[src/rtl/evcp_pkg.sv]
// Shared types, codes and field widths of the control-pilot state detector.
`default_nettype none

package evcp_pkg;

    // Fixed field widths of the stream and configuration channels
    localparam int SAMPLE_FIELD_W = 12;
    localparam int VOLT_W         = 16;
    localparam int CODE_W         = 4;
    localparam int STATUS_W       = 2;
    localparam int DUTY_W         = 7;
    localparam int CFG_IDX_W      = 3;
    localparam int CFG_DATA_W     = 16;
    localparam int IN_TDATA_W     = 16;
    localparam int OUT_TDATA_W    = 40;

    // Configuration register indexes
    localparam logic [CFG_IDX_W-1:0] REG_DUTY   = 3'd0;
    localparam logic [CFG_IDX_W-1:0] REG_SCALE  = 3'd1;
    localparam logic [CFG_IDX_W-1:0] REG_OFFSET = 3'd2;
    localparam logic [CFG_IDX_W-1:0] REG_GAIN   = 3'd3;
    localparam logic [CFG_IDX_W-1:0] REG_THR12  = 3'd4;
    localparam logic [CFG_IDX_W-1:0] REG_THR9   = 3'd5;
    localparam logic [CFG_IDX_W-1:0] REG_THR6   = 3'd6;

    // Per-sample status codes
    localparam logic [STATUS_W-1:0] STS_ACCUM   = 2'd0;
    localparam logic [STATUS_W-1:0] STS_AVG_DONE = 2'd1;
    localparam logic [STATUS_W-1:0] STS_IGNORED = 2'd2;

    // Pilot state codes
    localparam logic [CODE_W-1:0] PS_DEFAULT = 4'd0;
    localparam logic [CODE_W-1:0] PS_DC12    = 4'd1;
    localparam logic [CODE_W-1:0] PS_DC9     = 4'd2;
    localparam logic [CODE_W-1:0] PS_DC6     = 4'd3;
    localparam logic [CODE_W-1:0] PS_PWM12   = 4'd4;
    localparam logic [CODE_W-1:0] PS_PWM9    = 4'd5;
    localparam logic [CODE_W-1:0] PS_PWM6    = 4'd6;
    localparam logic [CODE_W-1:0] PS_ERR_PWM = 4'd7;
    localparam logic [CODE_W-1:0] PS_ERR_DC  = 4'd8;

    // Duty value that means a steady DC pilot
    localparam logic [DUTY_W-1:0] DUTY_DC = 7'd100;

    // Conversion coefficients handed to the voltage converter
    typedef struct packed {
        logic        [15:0] scale;
        logic signed [15:0] offset;
        logic        [15:0] gain;
    } t_conv_cfg;

    // Converter response
    typedef struct packed {
        logic                     done;
        logic signed [VOLT_W-1:0] volts;
    } t_conv_rsp;

endpackage

`default_nettype wire

[src/rtl/ev_control_pilot_state_detector_core.sv]
// Top level of the control-pilot state detector: averaging, conversion, debounce.
//
//  channel   | direction | handshake                     | payload
//  ----------+-----------+-------------------------------+---------------------------------
//  s_axis    | in        | s_axis_tvalid / s_axis_tready | sample, relay_on; tuser operation
//  m_axis    | out       | m_axis_tvalid / m_axis_tready | status, conv, volts, state, upd
//  cfg       | in        | i_cfg_valid / o_cfg_ready     | register index, 16-bit data
//
// One sample at a time. A sample that does not complete an average goes from the
// sample step through post-processing to the output. Completing an average adds the
// serial divider. A conversion adds two shift-add multiplies per phase, then a
// classification step. The result sits in an output register; a stalled
// output holds the next result back. Reset is synchronous and active low, no clearing pass.
`default_nettype none

module ev_control_pilot_state_detector_core
    import evcp_pkg::*;
#(
    parameter int AVG_LEN      = 16,
    parameter int DEBOUNCE_LEN = 4,
    parameter int SAMPLE_BITS  = 12
) (
    input  wire logic                   i_clk,
    input  wire logic                   i_rst_n,
    input  wire logic                   s_axis_tvalid,
    output logic                        s_axis_tready,
    // [11:0] sample, [12] relay_on, [15:13] zero
    input  wire logic [IN_TDATA_W-1:0]  s_axis_tdata,
    // [0] operation
    input  wire logic                   s_axis_tuser,
    output logic                        m_axis_tvalid,
    input  wire logic                   m_axis_tready,
    // [1:0] sample_status, [2] conversion_done, [18:3] high_voltage_q8,
    // [34:19] low_voltage_q8, [38:35] pilot_state, [39] state_updated
    output logic [OUT_TDATA_W-1:0]      m_axis_tdata,
    input  wire logic                   i_cfg_valid,
    output logic                        o_cfg_ready,
    input  wire logic [CFG_IDX_W-1:0]   i_cfg_index,
    input  wire logic [CFG_DATA_W-1:0]  i_cfg_data
);

    localparam int SW     = (SAMPLE_BITS < SAMPLE_FIELD_W) ? SAMPLE_BITS : SAMPLE_FIELD_W;
    localparam int LEN_W  = $clog2(AVG_LEN);
    localparam int SUM_W  = SW + LEN_W;
    localparam int CNT_W  = LEN_W;
    localparam int REM_W  = LEN_W;
    localparam int DCNT_W = $clog2(SUM_W);

    localparam logic [2:0] S_IDLE   = 3'd0;
    localparam logic [2:0] S_DIV    = 3'd1;
    localparam logic [2:0] S_POST   = 3'd2;
    localparam logic [2:0] S_CONV_H = 3'd3;
    localparam logic [2:0] S_CONV_L = 3'd4;
    localparam logic [2:0] S_CLASS  = 3'd5;
    localparam logic [2:0] S_OUT    = 3'd6;

    // Configuration registers
    logic [DUTY_W-1:0]  r_duty;
    logic [15:0]        r_scale;
    logic signed [15:0] r_offset;
    logic [15:0]        r_gain;
    logic signed [15:0] r_thr12;
    logic signed [15:0] r_thr9;
    logic signed [15:0] r_thr6;

    logic [2:0]               r_state, n_state;
    logic                     r_op, n_op;
    logic                     r_relay, n_relay;
    logic [STATUS_W-1:0]      r_status, n_status;
    logic                     r_conv, n_conv;
    logic                     r_upd, n_upd;
    logic [SUM_W-1:0]         r_hi_sum, n_hi_sum, r_lo_sum, n_lo_sum;
    logic [CNT_W-1:0]         r_hi_cnt, n_hi_cnt, r_lo_cnt, n_lo_cnt;
    logic [SW-1:0]            r_hi_avg, n_hi_avg, r_lo_avg, n_lo_avg;
    logic                     r_hi_done, n_hi_done, r_lo_done, n_lo_done;
    logic signed [VOLT_W-1:0] r_hi_volts, n_hi_volts, r_lo_volts, n_lo_volts;
    logic [CODE_W-1:0]        r_hist [DEBOUNCE_LEN];
    logic [CODE_W-1:0]        n_hist [DEBOUNCE_LEN];
    logic [CODE_W-1:0]        r_pstate, n_pstate;
    logic [REM_W-1:0]         r_rem, n_rem;
    logic [SUM_W-1:0]         r_quo, n_quo;
    logic [DCNT_W-1:0]        r_div_cnt, n_div_cnt;
    logic                     r_out_valid, n_out_valid;
    logic [OUT_TDATA_W-1:0]   r_out_data, n_out_data;

    logic                     in_xact;
    logic [SW-1:0]            smp;
    logic [SUM_W-1:0]         sel_sum;
    logic [CNT_W-1:0]         sel_cnt;
    logic                     sel_done;
    logic [SUM_W-1:0]         sum_add;
    logic [REM_W:0]           div_trial;
    logic                     div_bit;
    logic [CODE_W-1:0]        class_code;
    logic                     all_eq;
    logic                     is_pwm;
    logic                     conv_start;
    logic [SW-1:0]            conv_avg;
    t_conv_cfg                conv_cfg;
    t_conv_rsp                conv_rsp;

    assign in_xact       = s_axis_tvalid && s_axis_tready;
    assign s_axis_tready = (r_state == S_IDLE);
    assign o_cfg_ready   = 1'b1;
    assign m_axis_tvalid = r_out_valid;
    assign m_axis_tdata  = r_out_data;

    // Write configuration registers; unknown indexes are dropped
    always_ff @(posedge i_clk) begin
        if (!i_rst_n) begin
            r_duty   <= DUTY_DC;
            r_scale  <= 16'd53;
            r_offset <= 16'sd422;
            r_gain   <= 16'd0;
            r_thr12  <= 16'sd2816;
            r_thr9   <= 16'sd2048;
            r_thr6   <= 16'sd1280;
        end else if (i_cfg_valid && o_cfg_ready) begin
            unique case (i_cfg_index)
                REG_DUTY:   r_duty   <= i_cfg_data[DUTY_W-1:0];
                REG_SCALE:  r_scale  <= i_cfg_data;
                REG_OFFSET: r_offset <= i_cfg_data;
                REG_GAIN:   r_gain   <= i_cfg_data;
                REG_THR12:  r_thr12  <= i_cfg_data;
                REG_THR9:   r_thr9   <= i_cfg_data;
                REG_THR6:   r_thr6   <= i_cfg_data;
                default:    ;
            endcase
        end
    end

    // Select the phase accumulator named by the incoming transaction
    assign smp      = s_axis_tdata[SW-1:0];
    assign sel_sum  = s_axis_tuser ? r_lo_sum : r_hi_sum;
    assign sel_cnt  = s_axis_tuser ? r_lo_cnt : r_hi_cnt;
    assign sel_done = s_axis_tuser ? r_lo_done : r_hi_done;
    assign sum_add  = sel_sum + SUM_W'(smp);

    // One restoring-division step by AVG_LEN
    assign div_trial = {r_rem, r_quo[SUM_W-1]};
    assign div_bit   = (div_trial >= (REM_W+1)'(AVG_LEN));

    // Class of the high-phase voltage
    assign is_pwm = (r_duty != DUTY_DC);
    always_comb begin
        priority if (r_duty == '0) begin
            class_code = PS_DEFAULT;
        end else if (r_hi_volts >= r_thr12) begin
            class_code = is_pwm ? PS_PWM12 : PS_DC12;
        end else if (r_hi_volts >= r_thr9) begin
            class_code = is_pwm ? PS_PWM9 : PS_DC9;
        end else if (r_hi_volts >= r_thr6) begin
            class_code = is_pwm ? PS_PWM6 : PS_DC6;
        end else begin
            class_code = is_pwm ? PS_ERR_PWM : PS_ERR_DC;
        end
    end

    // Hand averages to the serial converter
    assign conv_start = ((r_state == S_POST) && r_relay && r_hi_done && r_lo_done)
                     || ((r_state == S_CONV_H) && conv_rsp.done);
    assign conv_avg   = (r_state == S_POST) ? r_hi_avg : r_lo_avg;
    assign conv_cfg.scale  = r_scale;
    assign conv_cfg.offset = r_offset;
    assign conv_cfg.gain   = r_gain;

    evcp_volt_conv #(
        .AVG_W (SW)
    ) u_conv (
        .i_clk   (i_clk),
        .i_rst_n (i_rst_n),
        .i_start (conv_start),
        .i_avg   (conv_avg),
        .i_cfg   (conv_cfg),
        .o_rsp   (conv_rsp)
    );

    // Main sequencer
    always_comb begin
        n_state     = r_state;
        n_op        = r_op;
        n_relay     = r_relay;
        n_status    = r_status;
        n_conv      = r_conv;
        n_upd       = r_upd;
        n_hi_sum    = r_hi_sum;
        n_lo_sum    = r_lo_sum;
        n_hi_cnt    = r_hi_cnt;
        n_lo_cnt    = r_lo_cnt;
        n_hi_avg    = r_hi_avg;
        n_lo_avg    = r_lo_avg;
        n_hi_done   = r_hi_done;
        n_lo_done   = r_lo_done;
        n_hi_volts  = r_hi_volts;
        n_lo_volts  = r_lo_volts;
        n_hist      = r_hist;
        n_pstate    = r_pstate;
        n_rem       = r_rem;
        n_quo       = r_quo;
        n_div_cnt   = r_div_cnt;
        n_out_valid = r_out_valid && !m_axis_tready;
        n_out_data  = r_out_data;
        all_eq      = 1'b1;

        unique case (r_state)
            // Take a sample and advance its phase accumulator, unless that phase already holds an average
            S_IDLE: begin
                if (in_xact) begin
                    n_op    = s_axis_tuser;
                    n_relay = s_axis_tdata[SAMPLE_FIELD_W];
                    n_conv  = 1'b0;
                    n_upd   = 1'b0;
                    priority if (sel_done) begin
                        n_status = STS_IGNORED;
                        n_state  = S_POST;
                    end else if (sel_cnt == CNT_W'(AVG_LEN - 1)) begin
                        n_status  = STS_AVG_DONE;
                        n_quo     = sum_add;
                        n_rem     = '0;
                        n_div_cnt = DCNT_W'(SUM_W - 1);
                        n_state   = S_DIV;
                        if (s_axis_tuser) begin
                            n_lo_sum = '0;
                            n_lo_cnt = '0;
                        end else begin
                            n_hi_sum = '0;
                            n_hi_cnt = '0;
                        end
                    end else begin
                        n_status = STS_ACCUM;
                        n_state  = S_POST;
                        if (s_axis_tuser) begin
                            n_lo_sum = sum_add;
                            n_lo_cnt = r_lo_cnt + 1'b1;
                        end else begin
                            n_hi_sum = sum_add;
                            n_hi_cnt = r_hi_cnt + 1'b1;
                        end
                    end
                end
            end
            // Divide the finished sum by AVG_LEN, one quotient bit a cycle
            S_DIV: begin
                n_rem     = div_bit ? REM_W'(div_trial - (REM_W+1)'(AVG_LEN))
                                    : div_trial[REM_W-1:0];
                n_quo     = {r_quo[SUM_W-2:0], div_bit};
                n_div_cnt = r_div_cnt - 1'b1;
                if (r_div_cnt == '0) begin
                    if (r_op) begin
                        n_lo_avg  = n_quo[SW-1:0];
                        n_lo_done = 1'b1;
                    end else begin
                        n_hi_avg  = n_quo[SW-1:0];
                        n_hi_done = 1'b1;
                    end
                    n_state = S_POST;
                end
            end
            // Drop detection state on relay off, else start conversion when ready
            S_POST: begin
                if (!r_relay) begin
                    for (int i = 0; i < DEBOUNCE_LEN; i++) begin
                        n_hist[i] = PS_DEFAULT;
                    end
                    n_pstate   = PS_DEFAULT;
                    n_hi_volts = '0;
                    n_lo_volts = '0;
                    n_state    = S_OUT;
                end else if (r_hi_done && r_lo_done) begin
                    n_state = S_CONV_H;
                end else begin
                    n_state = S_OUT;
                end
            end
            S_CONV_H: begin
                if (conv_rsp.done) begin
                    n_hi_volts = conv_rsp.volts;
                    n_state    = S_CONV_L;
                end
            end
            S_CONV_L: begin
                if (conv_rsp.done) begin
                    n_lo_volts = conv_rsp.volts;
                    n_hi_done  = 1'b0;
                    n_lo_done  = 1'b0;
                    n_conv     = 1'b1;
                    n_state    = S_CLASS;
                end
            end
            // Shift the class into the history and reload the state on agreement
            S_CLASS: begin
                n_hist[0] = class_code;
                for (int i = 1; i < DEBOUNCE_LEN; i++) begin
                    n_hist[i] = r_hist[i-1];
                end
                for (int i = 1; i < DEBOUNCE_LEN; i++) begin
                    if (n_hist[i] != class_code) begin
                        all_eq = 1'b0;
                    end
                end
                n_upd = all_eq;
                if (all_eq) begin
                    n_pstate = class_code;
                end
                n_state = S_OUT;
            end
            // Load the result once the output register is free
            S_OUT: begin
                if (!r_out_valid || m_axis_tready) begin
                    n_out_valid = 1'b1;
                    n_out_data  = {r_upd, r_pstate, r_lo_volts, r_hi_volts, r_conv, r_status};
                    n_state     = S_IDLE;
                end
            end
            default: begin
                n_state = S_IDLE;
            end
        endcase
    end

    always_ff @(posedge i_clk) begin
        if (!i_rst_n) begin
            r_state     <= S_IDLE;
            r_out_valid <= 1'b0;
            r_hi_sum    <= '0;
            r_lo_sum    <= '0;
            r_hi_cnt    <= '0;
            r_lo_cnt    <= '0;
            r_hi_avg    <= '0;
            r_lo_avg    <= '0;
            r_hi_done   <= 1'b0;
            r_lo_done   <= 1'b0;
            r_hi_volts  <= '0;
            r_lo_volts  <= '0;
            r_pstate    <= PS_DEFAULT;
            for (int i = 0; i < DEBOUNCE_LEN; i++) begin
                r_hist[i] <= PS_DEFAULT;
            end
        end else begin
            r_state     <= n_state;
            r_out_valid <= n_out_valid;
            r_hi_sum    <= n_hi_sum;
            r_lo_sum    <= n_lo_sum;
            r_hi_cnt    <= n_hi_cnt;
            r_lo_cnt    <= n_lo_cnt;
            r_hi_avg    <= n_hi_avg;
            r_lo_avg    <= n_lo_avg;
            r_hi_done   <= n_hi_done;
            r_lo_done   <= n_lo_done;
            r_hi_volts  <= n_hi_volts;
            r_lo_volts  <= n_lo_volts;
            r_pstate    <= n_pstate;
            r_hist      <= n_hist;
        end
        r_op       <= n_op;
        r_relay    <= n_relay;
        r_status   <= n_status;
        r_conv     <= n_conv;
        r_upd      <= n_upd;
        r_rem      <= n_rem;
        r_quo      <= n_quo;
        r_div_cnt  <= n_div_cnt;
        r_out_data <= n_out_data;
    end

endmodule

`default_nettype wire

[src/rtl/evcp_volt_conv.sv]
// Bit-serial conversion of one phase average into Q8 pilot volts.
`default_nettype none

module evcp_volt_conv
    import evcp_pkg::*;
#(
    parameter int AVG_W = 12
) (
    input  wire logic             i_clk,
    input  wire logic             i_rst_n,
    input  wire logic             i_start,
    input  wire logic [AVG_W-1:0] i_avg,
    input  wire t_conv_cfg        i_cfg,
    output t_conv_rsp             o_rsp
);

    localparam int GAIN_W = 16;
    localparam int PROD_W = AVG_W + 16;
    localparam int DIFF_W = PROD_W + 2;
    localparam int ACC_W  = DIFF_W + GAIN_W;
    localparam int CNT_W  = $clog2((AVG_W > GAIN_W) ? AVG_W : GAIN_W);

    localparam logic [2:0] C_IDLE = 3'd0;
    localparam logic [2:0] C_MUL1 = 3'd1;
    localparam logic [2:0] C_DIFF = 3'd2;
    localparam logic [2:0] C_MUL2 = 3'd3;
    localparam logic [2:0] C_SAT  = 3'd4;

    localparam logic signed [DIFF_W-1:0] V_MAX = {{(DIFF_W-15){1'b0}}, 15'h7FFF};
    localparam logic signed [DIFF_W-1:0] V_MIN = {{(DIFF_W-15){1'b1}}, 15'h0000};

    logic [2:0]              r_state, n_state;
    logic [CNT_W-1:0]        r_cnt, n_cnt;
    logic [PROD_W-1:0]       r_mcand1, n_mcand1;
    logic [AVG_W-1:0]        r_mplier1, n_mplier1;
    logic [PROD_W-1:0]       r_prod, n_prod;
    logic [ACC_W-1:0]        r_mcand2, n_mcand2;
    logic [GAIN_W-1:0]       r_gain, n_gain;
    logic [ACC_W-1:0]        r_acc, n_acc;
    logic signed [VOLT_W-1:0] r_volts, n_volts;
    logic                    r_done, n_done;

    logic [DIFF_W-1:0]        off_ext;
    logic [DIFF_W-1:0]        diff;
    logic signed [DIFF_W-1:0] quo;

    // Offset in Q16 minus the scaled average
    assign off_ext = {{(DIFF_W-24){i_cfg.offset[15]}}, i_cfg.offset, 8'h00};
    assign diff    = off_ext - {2'b00, r_prod};
    // Floor division by 65536: drop the low fraction bits
    assign quo     = $signed(r_acc[ACC_W-1:GAIN_W]);

    // Sequence the two shift-add multiplications
    always_comb begin
        n_state   = r_state;
        n_cnt     = r_cnt;
        n_mcand1  = r_mcand1;
        n_mplier1 = r_mplier1;
        n_prod    = r_prod;
        n_mcand2  = r_mcand2;
        n_gain    = r_gain;
        n_acc     = r_acc;
        n_volts   = r_volts;
        n_done    = 1'b0;
        unique case (r_state)
            C_IDLE: begin
                if (i_start) begin
                    n_mcand1  = PROD_W'(i_cfg.scale);
                    n_mplier1 = i_avg;
                    n_prod    = '0;
                    n_cnt     = CNT_W'(AVG_W - 1);
                    n_state   = C_MUL1;
                end
            end
            C_MUL1: begin
                if (r_mplier1[0]) begin
                    n_prod = r_prod + r_mcand1;
                end
                n_mcand1  = r_mcand1 << 1;
                n_mplier1 = r_mplier1 >> 1;
                n_cnt     = r_cnt - 1'b1;
                if (r_cnt == '0) begin
                    n_state = C_DIFF;
                end
            end
            C_DIFF: begin
                n_mcand2 = {{GAIN_W{diff[DIFF_W-1]}}, diff};
                n_gain   = i_cfg.gain;
                n_acc    = '0;
                n_cnt    = CNT_W'(GAIN_W - 1);
                n_state  = C_MUL2;
            end
            C_MUL2: begin
                if (r_gain[0]) begin
                    n_acc = r_acc + r_mcand2;
                end
                n_mcand2 = r_mcand2 << 1;
                n_gain   = r_gain >> 1;
                n_cnt    = r_cnt - 1'b1;
                if (r_cnt == '0) begin
                    n_state = C_SAT;
                end
            end
            C_SAT: begin
                priority if (quo > V_MAX) begin
                    n_volts = 16'sh7FFF;
                end else if (quo < V_MIN) begin
                    n_volts = -16'sh8000;
                end else begin
                    n_volts = quo[VOLT_W-1:0];
                end
                n_done  = 1'b1;
                n_state = C_IDLE;
            end
            default: begin
                n_state = C_IDLE;
            end
        endcase
    end

    always_ff @(posedge i_clk) begin
        if (!i_rst_n) begin
            r_state <= C_IDLE;
            r_done  <= 1'b0;
        end else begin
            r_state <= n_state;
            r_done  <= n_done;
        end
        r_cnt     <= n_cnt;
        r_mcand1  <= n_mcand1;
        r_mplier1 <= n_mplier1;
        r_prod    <= n_prod;
        r_mcand2  <= n_mcand2;
        r_gain    <= n_gain;
        r_acc     <= n_acc;
        r_volts   <= n_volts;
    end

    assign o_rsp.done  = r_done;
    assign o_rsp.volts = r_volts;

endmodule

`default_nettype wire

[config.mk]
export PLATFORM = sky130hd
export DESIGN_NAME = ev_control_pilot_state_detector_core
export DESIGN_NICKNAME = d
export VERILOG_FILES = /design/src/rtl/evcp_pkg.sv /design/src/rtl/ev_control_pilot_state_detector_core.sv /design/src/rtl/evcp_volt_conv.sv
export SDC_FILE = /design/constraint.sdc
export NUM_CORES = 1
export LEC_CHECK = 0
export BUFFER_PORTS_ARGS = -buffer_cell sky130_fd_sc_hd__buf_4
export CAP_MARGIN = 25
export CORE_ASPECT_RATIO = 0.9
export CORE_MARGIN = 4
export CORE_UTILIZATION = 40
export CTS_BUF_LIST = sky130_fd_sc_hd__clkbuf_8 sky130_fd_sc_hd__clkbuf_16
export DETAILED_ROUTE_END_ITERATION = 7
export PLACE_DENSITY_LB_ADDON = 0.25
export REMOVE_ABC_BUFFERS = 1
export SLEW_MARGIN = 15
export SYNTH_ARGS = -nofsm -noshare
export SYNTH_HDL_FRONTEND = slang
export SYNTH_SLANG_ARGS = --single-unit
[constraint.sdc]
create_clock -name i_clk -period 9.8 [get_ports i_clk]
set_input_delay 1.96 -clock i_clk [delete_from_list [all_inputs] [get_ports i_clk]]
set_output_delay 1.96 -clock i_clk [all_outputs]
set_load 0.005 [all_outputs]
After elaboration in Yosys (flattened, before gate mapping)
Cells that the tools add are included.
{"block": "op_classes", "reduce_logical": 56, "addsub": 9, "n_lt_le_gt_ge": 6, "muxes": 92, "eq_ne": 37, "bitwise": 3}
{"op": "two-way mux 16 bit", "count": 13}
{"op": "one-hot mux 46 bit (2 select lines)", "count": 2}
{"op": "one-hot mux 16 bit (2 select lines)", "count": 5}
{"op": "one-hot mux 28 bit (2 select lines)", "count": 2}
{"op": "two-way mux 4 bit", "count": 22}
{"op": "two-way mux 28 bit", "count": 3}
{"op": ">= comparator 16 bit", "count": 3}
{"op": "adder 46 bit", "count": 1}
{"op": "two-way mux 46 bit", "count": 1}
{"op": "two-way mux 3 bit", "count": 13}
{"op": "> comparator 30 x 16 -> 1 bit (second input constant)", "count": 1}
{"op": "less-than comparator 30 x 16 -> 1 bit (second input constant)", "count": 1}
{"op": "subtractor 24 x 29 -> 30 bit", "count": 1}
{"op": "adder 28 bit", "count": 1}
{"op": "AND reduction 2 bit", "count": 14}
{"op": "two-way mux 12 bit", "count": 2}
{"op": "one-hot mux 12 bit (2 select lines)", "count": 1}
{"op": "one-hot mux 4 bit (2 select lines)", "count": 3}
{"op": "AND reduction 3 bit", "count": 8}
{"op": "== test 3 bit (second input constant)", "count": 7}
{"op": "one-hot mux 3 bit (7 select lines)", "count": 1}
{"op": "AND reduction 4 bit", "count": 5}
{"op": "== test 3 x 2 -> 1 bit (second input constant)", "count": 6}
{"op": "nonzero test 2 bit", "count": 9}
{"op": "25 further kinds", "count": 78}
{"block": "totals", "reg_bits": 491, "input_bits": 41, "wordCells": 245}

Logic depth before layout (Yosys ltp)
Gate-level depths: netlist of run 1.
{"block": "depth", "ltp_word": 13, "mapped_depth": 19}

Hierarchy
Synthesis of run 1 repeated with hierarchy kept, for this count alone.
{"block": "unflattened", "cells_unflattened": 2738, "hier_area_um2": 25673.4}
{"mod": "ev_control_pilot_state_detector_core", "instances": 1, "cells_each": 1405, "area_per_inst_um2": 12843.6}
{"mod": "evcp_volt_conv", "instances": 1, "cells_each": 1333, "area_per_inst_um2": 12829.8}

Worst setup path before layout of run 1
Ideal clock, no wire load.
{"block": "synth_timing", "path_type": "register -> register", "start": "reg u_conv.r_state[1]", "end": "reg u_conv.r_acc[0] (enable)", "synth_period_minus_slack_ps": 7477, "path_buffers": 1, "path_slack_ps": 2323, "t_required_ps": 9280, "path_stages_with_launch": 4, "arrival_ps": 6957, "path_cell_list": "dfxtp_1 clkbuf_1 nor2b_1 a21boi_0"}
{"block": "synth_between", "elab_chain_len": 3}
{"item": "from (decl)", "line": "evcp_volt_conv.sv:32", "source": "logic [2:0] r_state, n_state;"}
{"item": "from (signal assigned)", "line": "evcp_volt_conv.sv:126", "source": "r_state <= n_state;"}
{"item": "== test 3 x 2 -> 1 bit", "line": "evcp_volt_conv.sv:65", "source": "unique case (r_state)"}
{"item": "!= test 2 x 1 -> 1 bit (no line) / nonzero test 2 bit (equally long branches)"}
{"item": "AND reduction 2 bit (no line) *"}
{"item": "to (signal assigned)", "line": "evcp_volt_conv.sv:135", "source": "r_acc <= n_acc;"}
{"item": "to (decl)", "line": "evcp_volt_conv.sv:39", "source": "logic [ACC_W-1:0] r_acc, n_acc;"}
Every way passes the cells marked *; elsewhere a longest branch is shown, timed or not.
A chain may end at the register's enable or synchronous reset.

Worst setup path in the final report of run 1
{"block": "layout_timing", "start": "in s_axis_tuser", "end": "reg r_hi_sum[12]"}
{"block": "layout_between", "elab_chain_len": 4}
{"item": "from (decl)", "line": "ev_control_pilot_state_detector_core.sv:30", "source": "input wire logic s_axis_tuser,"}
{"item": "two-way mux 16 bit", "line": "ev_control_pilot_state_detector_core.sv:134", "source": "assign sel_sum = s_axis_tuser ? r_lo_sum : r_hi_sum;"}
{"item": "adder 16 x 12 -> 16 bit", "line": "ev_control_pilot_state_detector_core.sv:137", "source": "assign sum_add = sel_sum + SUM_W'(smp);"}
{"item": "two-way mux 16 bit", "line": "ev_control_pilot_state_detector_core.sv:232", "source": "if (s_axis_tuser) begin"}
{"item": "two-way mux 16 bit", "line": "ev_control_pilot_state_detector_core.sv:216", "source": "end else if (sel_cnt == CNT_W'(AVG_LEN - 1)) begin"}
{"item": "to (signal assigned)", "line": "ev_control_pilot_state_detector_core.sv:342", "source": "r_hi_sum <= n_hi_sum;"}
{"item": "to (decl)", "line": "ev_control_pilot_state_detector_core.sv:72", "source": "logic [SUM_W-1:0] r_hi_sum, n_hi_sum, r_lo_sum, n_lo_sum;"}
Several ways; a longest one is shown, not always the timed one. The select of a mux whose other input is x is not followed.

==> impl_metrics.json, run 1 <==
{
  "status": "finished, final reports clean",
  "fin_tns_setup_ps": 0,
  "r2r-start": "u_conv.r_mcand2[0]$_SDFFCE_PP0N_",
  "fin_crit_ps": 5171,
  "cp.depth": 14,
  "overflow": 0,
  "p_per_area_nw_per_um2": 168.1,
  "area_delta_synth_final_pct": 12.79,
  "yosysUniqueCellTypes": 82,
  "cp.arrival_ps": 5710,
  "drv_cap": 0,
  "dp_hpwl_um": 44530,
  "ys_ff_latch": 491,
  "wl_per_cell_um": 17.15,
  "cts_sinks": 491,
  "cts_setup_buffers": 0,
  "syn_avg_cell_area_um2": 9.488,
  "rrSetupSlack_ps": 5950,
  "yosysWarnings": 0,
  "layout_common_cells": "507 x nand2_1, 266 x edfxtp_1, 225 x dfxtp_1",
  "crit_required_ps": 10340,
  "slew_headroom_pct": 34.05,
  "cts-buffers-inserted": 52,
  "setup_viol": 0,
  "cts_resized": 0,
  "seqCellArea_um2": 12490,
  "crit_path_start_kind": "input port",
  "layout-drive-gt1-share_pct": 8.378,
  "crit_path_top_delay_cell": "a2111oi_0",
  "use_met2_pct": 27.65,
  "ir_drop_mv": 0.1916,
  "total_power_w": 0.004911,
  "fmax_mhz": 193.4,
  "ios": 84,
  "pre_cts_slack_ps": 4077,
  "clock_skew_ps": 12.46,
  "htree_levels": 2,
  "reg2reg_to": "u_conv.r_acc[38]$_SDFFCE_PN0P_",
  "cp_max_fo": 28,
  "seq_area_frac_synth_pct": 48.23,
  "cpPeakStageDelay_ps": 650,
  "first_global_vias": 18730,
  "grt.total_usage_pct": 17.53,
  "gr-usage-met3_pct": 3.498,
  "fp-row-count": 88,
  "critPathTopFamily": "compound AO/OA/AOI/OAI gates",
  "syn_area_um2": 25900,
  "crit_chain": "buf_4 > mux2_2 > ha_1 > fa_1 > a21o_1 > a21oi_1 > o21bai_1 > a2111oi_0 > o31ai_1 > a21o_1 > a21oi_1 > xor2_1 > nand3_1 > a21boi_1",
  "clk_pin_slew_ps": 60,
  "core_um2": 64080,
  "synth-main-ff-cell": "edfxtp_1",
  "fin_util_pct": 45.59,
  "drc_errors": 0,
  "worst_setup_path_end_kind": "flop",
  "nets": 2977,
  "fillers": 6039,
  "hold_buffers": 0,
  "met1_usage_pct": 24.46,
  "ys_async_sr_fraction_pct": 0,
  "antenna_found_initial": 5,
  "cts_tree": "built",
  "clk_path_buf_depth": 3,
  "cts-root-buf": "clkbuf_16",
  "insertion_delay_ps": 610,
  "wl_um": 63040,
  "postRouteAntennaNets": 0,
  "fp.dieH_um": 249.4,
  "io_buffers": 79,
  "finalCritPeriodShare_pct": 52.77,
  "via_per_inst": 5.304,
  "place.gp.congestion": 0.8889,
  "drt_iter0_drc": 1456,
  "leakagePower_nw": 11.30,
  "grt_pass1_wl_um": 99730,
  "critPathBufInv": 1,
  "fin_ws_ps": 4629,
  "final_common_cell": "nand2_1",
  "dr.pass1.iters": 5,
  "multi_input_area_um2": 12570,
  "crit_start": "s_axis_tuser",
  "grt_max_degree": 104,
  "initial_utilization_pct": 40.42,
  "die_area_um2": 68890,
  "syn_inst": 2730,
  "top_usage_layer": "met2",
  "endpoint": "r_hi_sum[12]$_SDFFE_PN0P_",
  "hold_path_class": "reg -> reg",
  "reg2regPathDepth": 14,
  "die_w_um": 276.2,
  "hold_violations": 0,
  "report.final.slew_viol_count": 0,
  "holdWs_ps": 423.0,
  "route.vias.total": 19500,
  "synth_edf_count": 266,
  "crit_type": "in -> reg",
  "rsz0062_at_grt": "no",
  "worst_slew_pin_slew_ps": 988.2
}
[power breakdown]
group / total [W] / switching [W] / leakage, nW / internal (W)
logic: 0.000520 / 0.000322 / 6.13 / 0.000198
clock network: 0.00209 / 0.000851 / 0.933 / 0.00124
registers: 0.00230 / 0.0000484 / 4.23 / 0.00225
[worst reg2reg max path: cells and delay by family (launching register included)]
family,cells,cell delay (ps)
fa+ha+maj,2,680
xor+xnor,1,160
simple gates,4,1010
compound gates,5,1010
buf+inv,2,300
flops,1,420
[stage by stage]
step,instances,cell area (um2)
after floorplan,2613,25450
after global placement,3569,27340
after detailed placement,3573,27370
after CTS,3671,29200
after global routing,3673,29210
final,3676,29210
[kinds of logic (layout without fill, tap and decap cells)]
logic type,Yosys count,after routing,share of synthesized area (%)
fa+ha+maj,163,163,7.961
flops,491,491,48.23
xor+xnor,103,103,3.483
other cells,1,5,0.01448
mux,59,59,2.353
buf+inv,236,323,3.468
compound gates,603,603,15.58
simple gates,1074,1074,18.91
[how the worst min path moves through the flow]
stage          slack (ps)                      start  cells past startpoint                         to
3_3_place_gp          400  r_status[0]$_SDFFCE_PP0P_                      0  m_axis_tdata[0]$_DFFE_PP_
2_1_floorplan         400  r_status[0]$_SDFFCE_PP0P_                      0  m_axis_tdata[0]$_DFFE_PP_
6_report              420  r_status[0]$_SDFFCE_PP0P_                      0  m_axis_tdata[0]$_DFFE_PP_
4_1_cts               430  r_status[0]$_SDFFCE_PP0P_                      0  m_axis_tdata[0]$_DFFE_PP_
3_5_place_dp          410  r_status[0]$_SDFFCE_PP0P_                      0  m_axis_tdata[0]$_DFFE_PP_
5_1_grt               430  r_status[0]$_SDFFCE_PP0P_                      0  m_axis_tdata[0]$_DFFE_PP_
[state kept, by name (all words and copies together), names as in the netlist, 28 cells and up]
signal,flops
u_conv.r_mcand1,28
u_conv.r_acc,46
m_axis_tdata,40
u_conv.r_mcand2,46
u_conv.r_prod,28
[final cells by class]
type | instances | area share, %
clock inverters | 38 | 1.306
diodes | 4 | 0.03426
inverters | 119 | 1.529
flip-flops and latches | 491 | 42.76
repair buffers | 106 | 2.724
clock buffers | 60 | 4.947
multi-input cells | 2003 | 43.04
well taps | 855 | 3.662
[cell usage after synthesis (5+ instances only)]
library cell	count	area (um2)
a2111oi_0	6	52.55
a211oi_1	12	90.09
a21boi_0	108	810.8
a21boi_1	29	217.7
a21o_1	75	563.0
a21oi_1	138	690.7
a22oi_1	30	225.2
a31oi_1	11	68.82
and2_1	47	294.0
and3_1	18	112.6
and4_1	6	52.55
buf_1	6	22.52
clkbuf_1	108	405.4
dfxtp_1	225	4504
edfxtp_1	266	7988
ha_1	160	2002
inv_1	116	435.4
mux2_2	15	168.9
mux2i_1	44	440.4
nand2_1	508	1907
nand2b_1	23	143.9
nand3_1	75	375.4
nand4_1	26	162.7
nor2_1	191	716.9
nor2b_1	85	531.8
nor3_1	40	200.2
nor3b_1	5	37.54
nor4_1	11	68.82
o211ai_1	13	97.59
o21a_1	18	135.1
o21ai_0	71	355.3
o21ai_1	19	95.09
o21bai_1	17	127.6
o22ai_1	5	31.28
o31ai_1	8	60.06
or2_2	8	50.05
or3_1	10	62.56
xnor2_1	58	508.0
xor2_1	45	394.1
[per-layer routing]
| layer | wire [um] | part of all wire [%] | vias to the layer above |
|---|---|---|---|
| met4 | 1771 | 2.8 | 2 |
| met5 | 12 | 0.019 | - |
| met3 | 3791 | 6.0 | 114 |
| met1 | 29710 | 47 | 9261 |
| li1 | - | - | 9679 |
| met2 | 27750 | 44 | 443 |
Power figures use the tool's default switching activity.
==> run 2: changes to the inputs <==
==> constraint.sdc (replaced) <==
create_clock -name i_clk -period 5.3 [get_ports i_clk]
set_input_delay 1.06 -clock i_clk [delete_from_list [all_inputs] [get_ports i_clk]]
set_output_delay 1.06 -clock i_clk [all_outputs]
set_load 0.005 [all_outputs]
==> impl_metrics.json, run 2 (synthesis gave the netlist of run 1 again) <==
{
  "status": "finished, final reports clean",
  "setup_viol": 0,
  "ios": 84,
  "seqPwrFrac_pct": 46.3,
  "dp.cells": 3570,
  "worst_setup_path_end_kind": "flop",
  "cts_setup_buffers": 0,
  "first_global_vias": 18990,
  "layout_common_cells": "507 x nand2_1, 266 x edfxtp_1, 225 x dfxtp_1",
  "leakagePower_nw": 11.33,
  "report.final.slew_viol_count": 0,
  "hold_path_class": "reg -> reg",
  "postRouteAntennaNets": 0,
  "grt_max_degree": 228,
  "placed_cell_area_um2": 27360,
  "pwr-share-clk_pct": 43.2,
  "hold_violations": 0,
  "rsz0062_at_grt": "no",
  "p_int_w": 0.006891,
  "die_w_um": 276.2,
  "place.gp.congestion": 0.8767,
  "p_sw_w": 0.002296,
  "hold_buffers": 0,
  "grt_pass1_wl_um": 102000,
  "wl_per_cell_um": 17.16,
  "cts-buffers-inserted": 54,
  "dp_hpwl_um": 44370,
  "antenna_found_initial": 5,
  "overflow": 0,
  "worst_slew_pin_slew_ps": 1090,
  "cp_max_fo": 28,
  "layout.cell_area.non_filler_um2": 29310,
  "fp.dieH_um": 249.4,
  "finalCritPeriodShare_pct": 80.87,
  "via_per_inst": 5.338,
  "io_buffers": 79,
  "route.vias.total": 19630,
  "cts_resized": 0,
  "dr.pass1.iters": 5,
  "crit_path_start_kind": "input port",
  "die_area_um2": 68890,
  "slew_headroom_pct": 27.36,
  "cts-root-buf": "clkbuf_16",
  "ir_drop_mv": 0.3064,
  "drv_cap": 0,
  "area_delta_synth_final_pct": 13.15,
  "cts_tree": "built",
  "clock_skew_ps": 38.70,
  "fp-row-count": 88,
  "core_um2": 64080,
  "crit_required_ps": 5860,
  "layout-drive-gt1-share_pct": 8.723,
  "clk_pin_slew_ps": 70,
  "p_sw_share_pct": 24.99,
  "final_common_cell": "nand2_1",
  "cp.arrival_ps": 4840,
  "insertion_delay_ps": 620,
  "fmax_mhz": 233.3,
  "nets": 2978,
  "initial_utilization_pct": 40.42,
  "htree_levels": 2,
  "clk_path_buf_depth": 3,
  "fin_crit_ps": 4286,
  "drt_iter0_drc": 1237,
  "crit_type": "in -> reg",
  "drc_errors": 0,
  "p_per_area_nw_per_um2": 313.5,
  "total_power_w": 0.009187,
  "pwr-share-comb_pct": 10.5,
  "wl_um": 63110,
  "cts_sinks": 491,
  "fin_cells": 3678,
  "grt.total_usage_pct": 17.90
}
## run 2: changes by cell type in the layout (fill, tap and decap cells not counted), sizes merged
cell      previous run  this run
buf                106       105
clkbuf              60        63
clkinv              18        22
clkinvlp             2         3
diode                4         3
inv                130       126
## run 2: area by class of cell
| cell class | count | area (um2) |
|---|---|---|
| fill | 6087 | 34770 |
| inverter | 119 | 446.7 |
| timing repair buffer | 105 | 808.3 |
| sequential | 491 | 12490 |
| antenna | 3 | 7.507 |
| multi-input combinational | 2003 | 12570 |
| clock inverter | 39 | 422.9 |
| clock buffer | 63 | 1486 |
| tap | 855 | 1070 |
## run 2: through the flow
| stage | util (%) | hold WS, ps | setup TNS (ps) | setup WS (ps) |
|---|---|---|---|---|
| 3_5_place_dp | 42.70 | 404.5 | 0 | 447.8 |
| 2_1_floorplan | - | 400.3 | -139120 | -2060 |
| 3_3_place_gp | 42.67 | 404.0 | 0 | 521.0 |
| 4_1_cts | 45.68 | 422.4 | 0 | 1104 |
| 5_1_grt | 45.73 | 438.0 | 0 | 798.4 |
| 6_report | 45.73 | 425.8 | 0 | 1014 |
## run 2: worst max-delay path: stages
cell       delay (ps)
buf_4             310
mux2_2            380
ha_1              210
fa_1              420
a21o_1            170
a21oi_1           220
o21bai_1          120
a2111oi_0         720
o31ai_1           310
a21o_1            240
a21oi_1           180
xor2_1            240
nand3_1           110
a21boi_1          140
## run 2: final timing paths
path                                                  from                         to  slack (ps)  cells after the start
worst max-delay path                          s_axis_tuser  r_lo_sum[12]$_SDFFE_PN0P_        1010                     14
worst min-delay path             r_status[1]$_SDFFCE_PP1P_  m_axis_tdata[1]$_DFFE_PP_         430                      0
worst max register to register  r_hi_volts[1]$_SDFFE_PN0P_   r_pstate[1]$_SDFFE_PN0P_        1430                     17
worst min register to register   r_status[1]$_SDFFCE_PP1P_  m_axis_tdata[1]$_DFFE_PP_         430                      0
## run 2: power by group through the flow
stage	Sequential, W	Clock [W]	Combinational [W]
detailed placement	0.00433	0	0.000962
CTS	0.00425	0.00408	0.000966
finish	0.00425	0.00397	0.000968
floorplan	0.00432	0	0.000604
global placement	0.00433	0	0.000935
global route	0.00427	0.00423	0.00108
## run 2: layer usage
layer,global-route usage [%],up-vias,wire length (um),share of wire (%)
li1,-,9707,-,-
met2,28.63,383,28360,45
met1,25.45,9451,30400,48
met5,0,-,21,0.033
met4,4.681,4,1397,2.2
met3,2.797,87,2926,4.6
==> run 3: changes to the inputs <==
==> constraint.sdc (replaced) <==
create_clock -name i_clk -period 4.35 [get_ports i_clk]
set_input_delay 0.87 -clock i_clk [delete_from_list [all_inputs] [get_ports i_clk]]
set_output_delay 0.87 -clock i_clk [all_outputs]
set_load 0.005 [all_outputs]
==> impl_metrics.json, run 3 (synthesis gave the netlist of run 1 again) <==
{
  "fp.dieH_um": 249.4,
  "insertion_delay_ps": 600,
  "crit_required_ps": 4830,
  "total_power_w": 0.01109,
  "overflow": 0,
  "ir_drop_mv": 0.3056,
  "fp-row-count": 88,
  "report.final.slew_viol_count": 0,
  "clk_path_buf_depth": 3,
  "layout_common_cells": "507 x nand2_1, 266 x edfxtp_1, 225 x dfxtp_1",
  "cts_sinks": 491,
  "p_sw_w": 0.002724,
  "finalCritPeriodShare_pct": 87.51,
  "status": "finished, final reports clean",
  "die_area_um2": 68890,
  "seqPwrFrac_pct": 46.7,
  "htree_levels": 2,
  "cts_setup_buffers": 0,
  "core_um2": 64080,
  "via_per_inst": 5.313,
  "placed_cell_area_um2": 27460,
  "p_sw_share_pct": 24.56,
  "area_delta_synth_final_pct": 13.23,
  "cp.arrival_ps": 4290,
  "crit_path_start_kind": "flop",
  "clock_skew_ps": 17.16,
  "rrSetupSlack_ps": 540,
  "leakagePower_nw": 11.38,
  "nets": 2988,
  "grt_max_degree": 82,
  "drv_cap": 0,
  "wl_per_cell_um": 17.20,
  "place.gp.congestion": 0.8821,
  "layout-drive-gt1-share_pct": 8.949,
  "p_per_area_nw_per_um2": 378.2,
  "fin_ws_ps": 543.5,
  "worst_slew_pin_slew_ps": 957.4,
  "cts-root-buf": "clkbuf_16",
  "first_global_vias": 18980,
  "layout.cell_area.non_filler_um2": 29330,
  "fin_tns_setup_ps": 0,
  "route.vias.total": 19580,
  "hold_buffers": 0,
  "fmax_mhz": 262.7,
  "pre_cts_slack_ps": 141.9,
  "dr.pass1.iters": 5,
  "slew_headroom_pct": 36.10,
  "drt_iter0_drc": 1329,
  "p_int_w": 0.008367,
  "pwr-share-clk_pct": 42.6,
  "initial_utilization_pct": 40.42,
  "cts_resized": 0,
  "ios": 84,
  "worst_setup_path_end_kind": "flop",
  "grt.total_usage_pct": 17.76,
  "io_buffers": 79,
  "cp_max_fo": 5,
  "die_w_um": 276.2,
  "cts-buffers-inserted": 52,
  "cts_tree": "built",
  "grt_pass1_wl_um": 101000,
  "clk_pin_slew_ps": 60,
  "pwr-share-comb_pct": 10.7,
  "fin_crit_ps": 3806,
  "setup_viol": 0,
  "postRouteAntennaNets": 0,
  "hold_path_class": "reg -> reg",
  "fin_util_pct": 45.77,
  "drc_errors": 0,
  "dp_hpwl_um": 45510,
  "wl_um": 63400,
  "rsz0062_at_grt": "no",
  "final_common_cell": "nand2_1",
  "antenna_found_initial": 3,
  "hold_violations": 0,
  "crit_type": "reg -> reg"
}
[run 3: power groups by stage]
stage | clock network (W) | registers [W] | logic, W
3_3_place_gp | 0 | 0.00527 | 0.00116
5_1_grt | 0.00502 | 0.00520 | 0.00132
3_5_place_dp | 0 | 0.00528 | 0.00118
6_report | 0.00472 | 0.00518 | 0.00119
4_1_cts | 0.00482 | 0.00518 | 0.00119
2_1_floorplan | 0 | 0.00526 | 0.000736
[run 3: area by class of cell]
class	count	area [um2]
repair buffers	117	888.4
multi-input cells	2003	12580
flip-flops and latches	491	12490
fillers	6064	34750
clock buffers	65	1491
clock inverters	32	354.1
well taps	855	1070
inverters	119	446.7
diodes	4	10.01
[run 3: worst max-delay path, stage by stage, from the launching register on]
cell and delay (ps):
dfxtp_1 430, ha_1 280, nor2b_1 130, o21a_1 160, o21a_1 160, o21a_1 160
o21a_1 150, o21ai_0 150, nand2b_1 70, a21oi_1 140, o22ai_1 90, a41oi_1 450
ha_1 290, nand4_1 90, a221o_1 340, a221oi_2 350, nor2_4 90, mux2i_1 140
[run 3: path summary, 6_finish.rpt]
path	start	endpoint	cells past startpoint
worst max register to register	r_hi_volts[1]$_SDFFE_PN0P_	r_pstate[3]$_SDFFE_PN0P_	17
worst min register to register	r_status[0]$_SDFFCE_PP0P_	m_axis_tdata[0]$_DFFE_PP_	0
worst max-delay path	r_hi_volts[1]$_SDFFE_PN0P_	r_pstate[3]$_SDFFE_PN0P_	17
worst min-delay path	r_status[0]$_SDFFCE_PP0P_	m_axis_tdata[0]$_DFFE_PP_	0
[run 3: routing by layer]
metal  GRT usage [%]  up-vias  wire length [um]
met1           25.14     9400             30760
met5               0        -                 0
li1                -     9705                 -
met2           28.85      396             28480
met3           2.554       83              2879
met4           4.330        0              1276
[run 3: through the flow]
step                      cells  hold WS (ps)
after floorplan            2613         400.3
after CTS                  3680         418.0
final                      3686         425.2
after detailed placement   3583         415.6
after global placement     3582         403.3
after global routing       3683         426.9
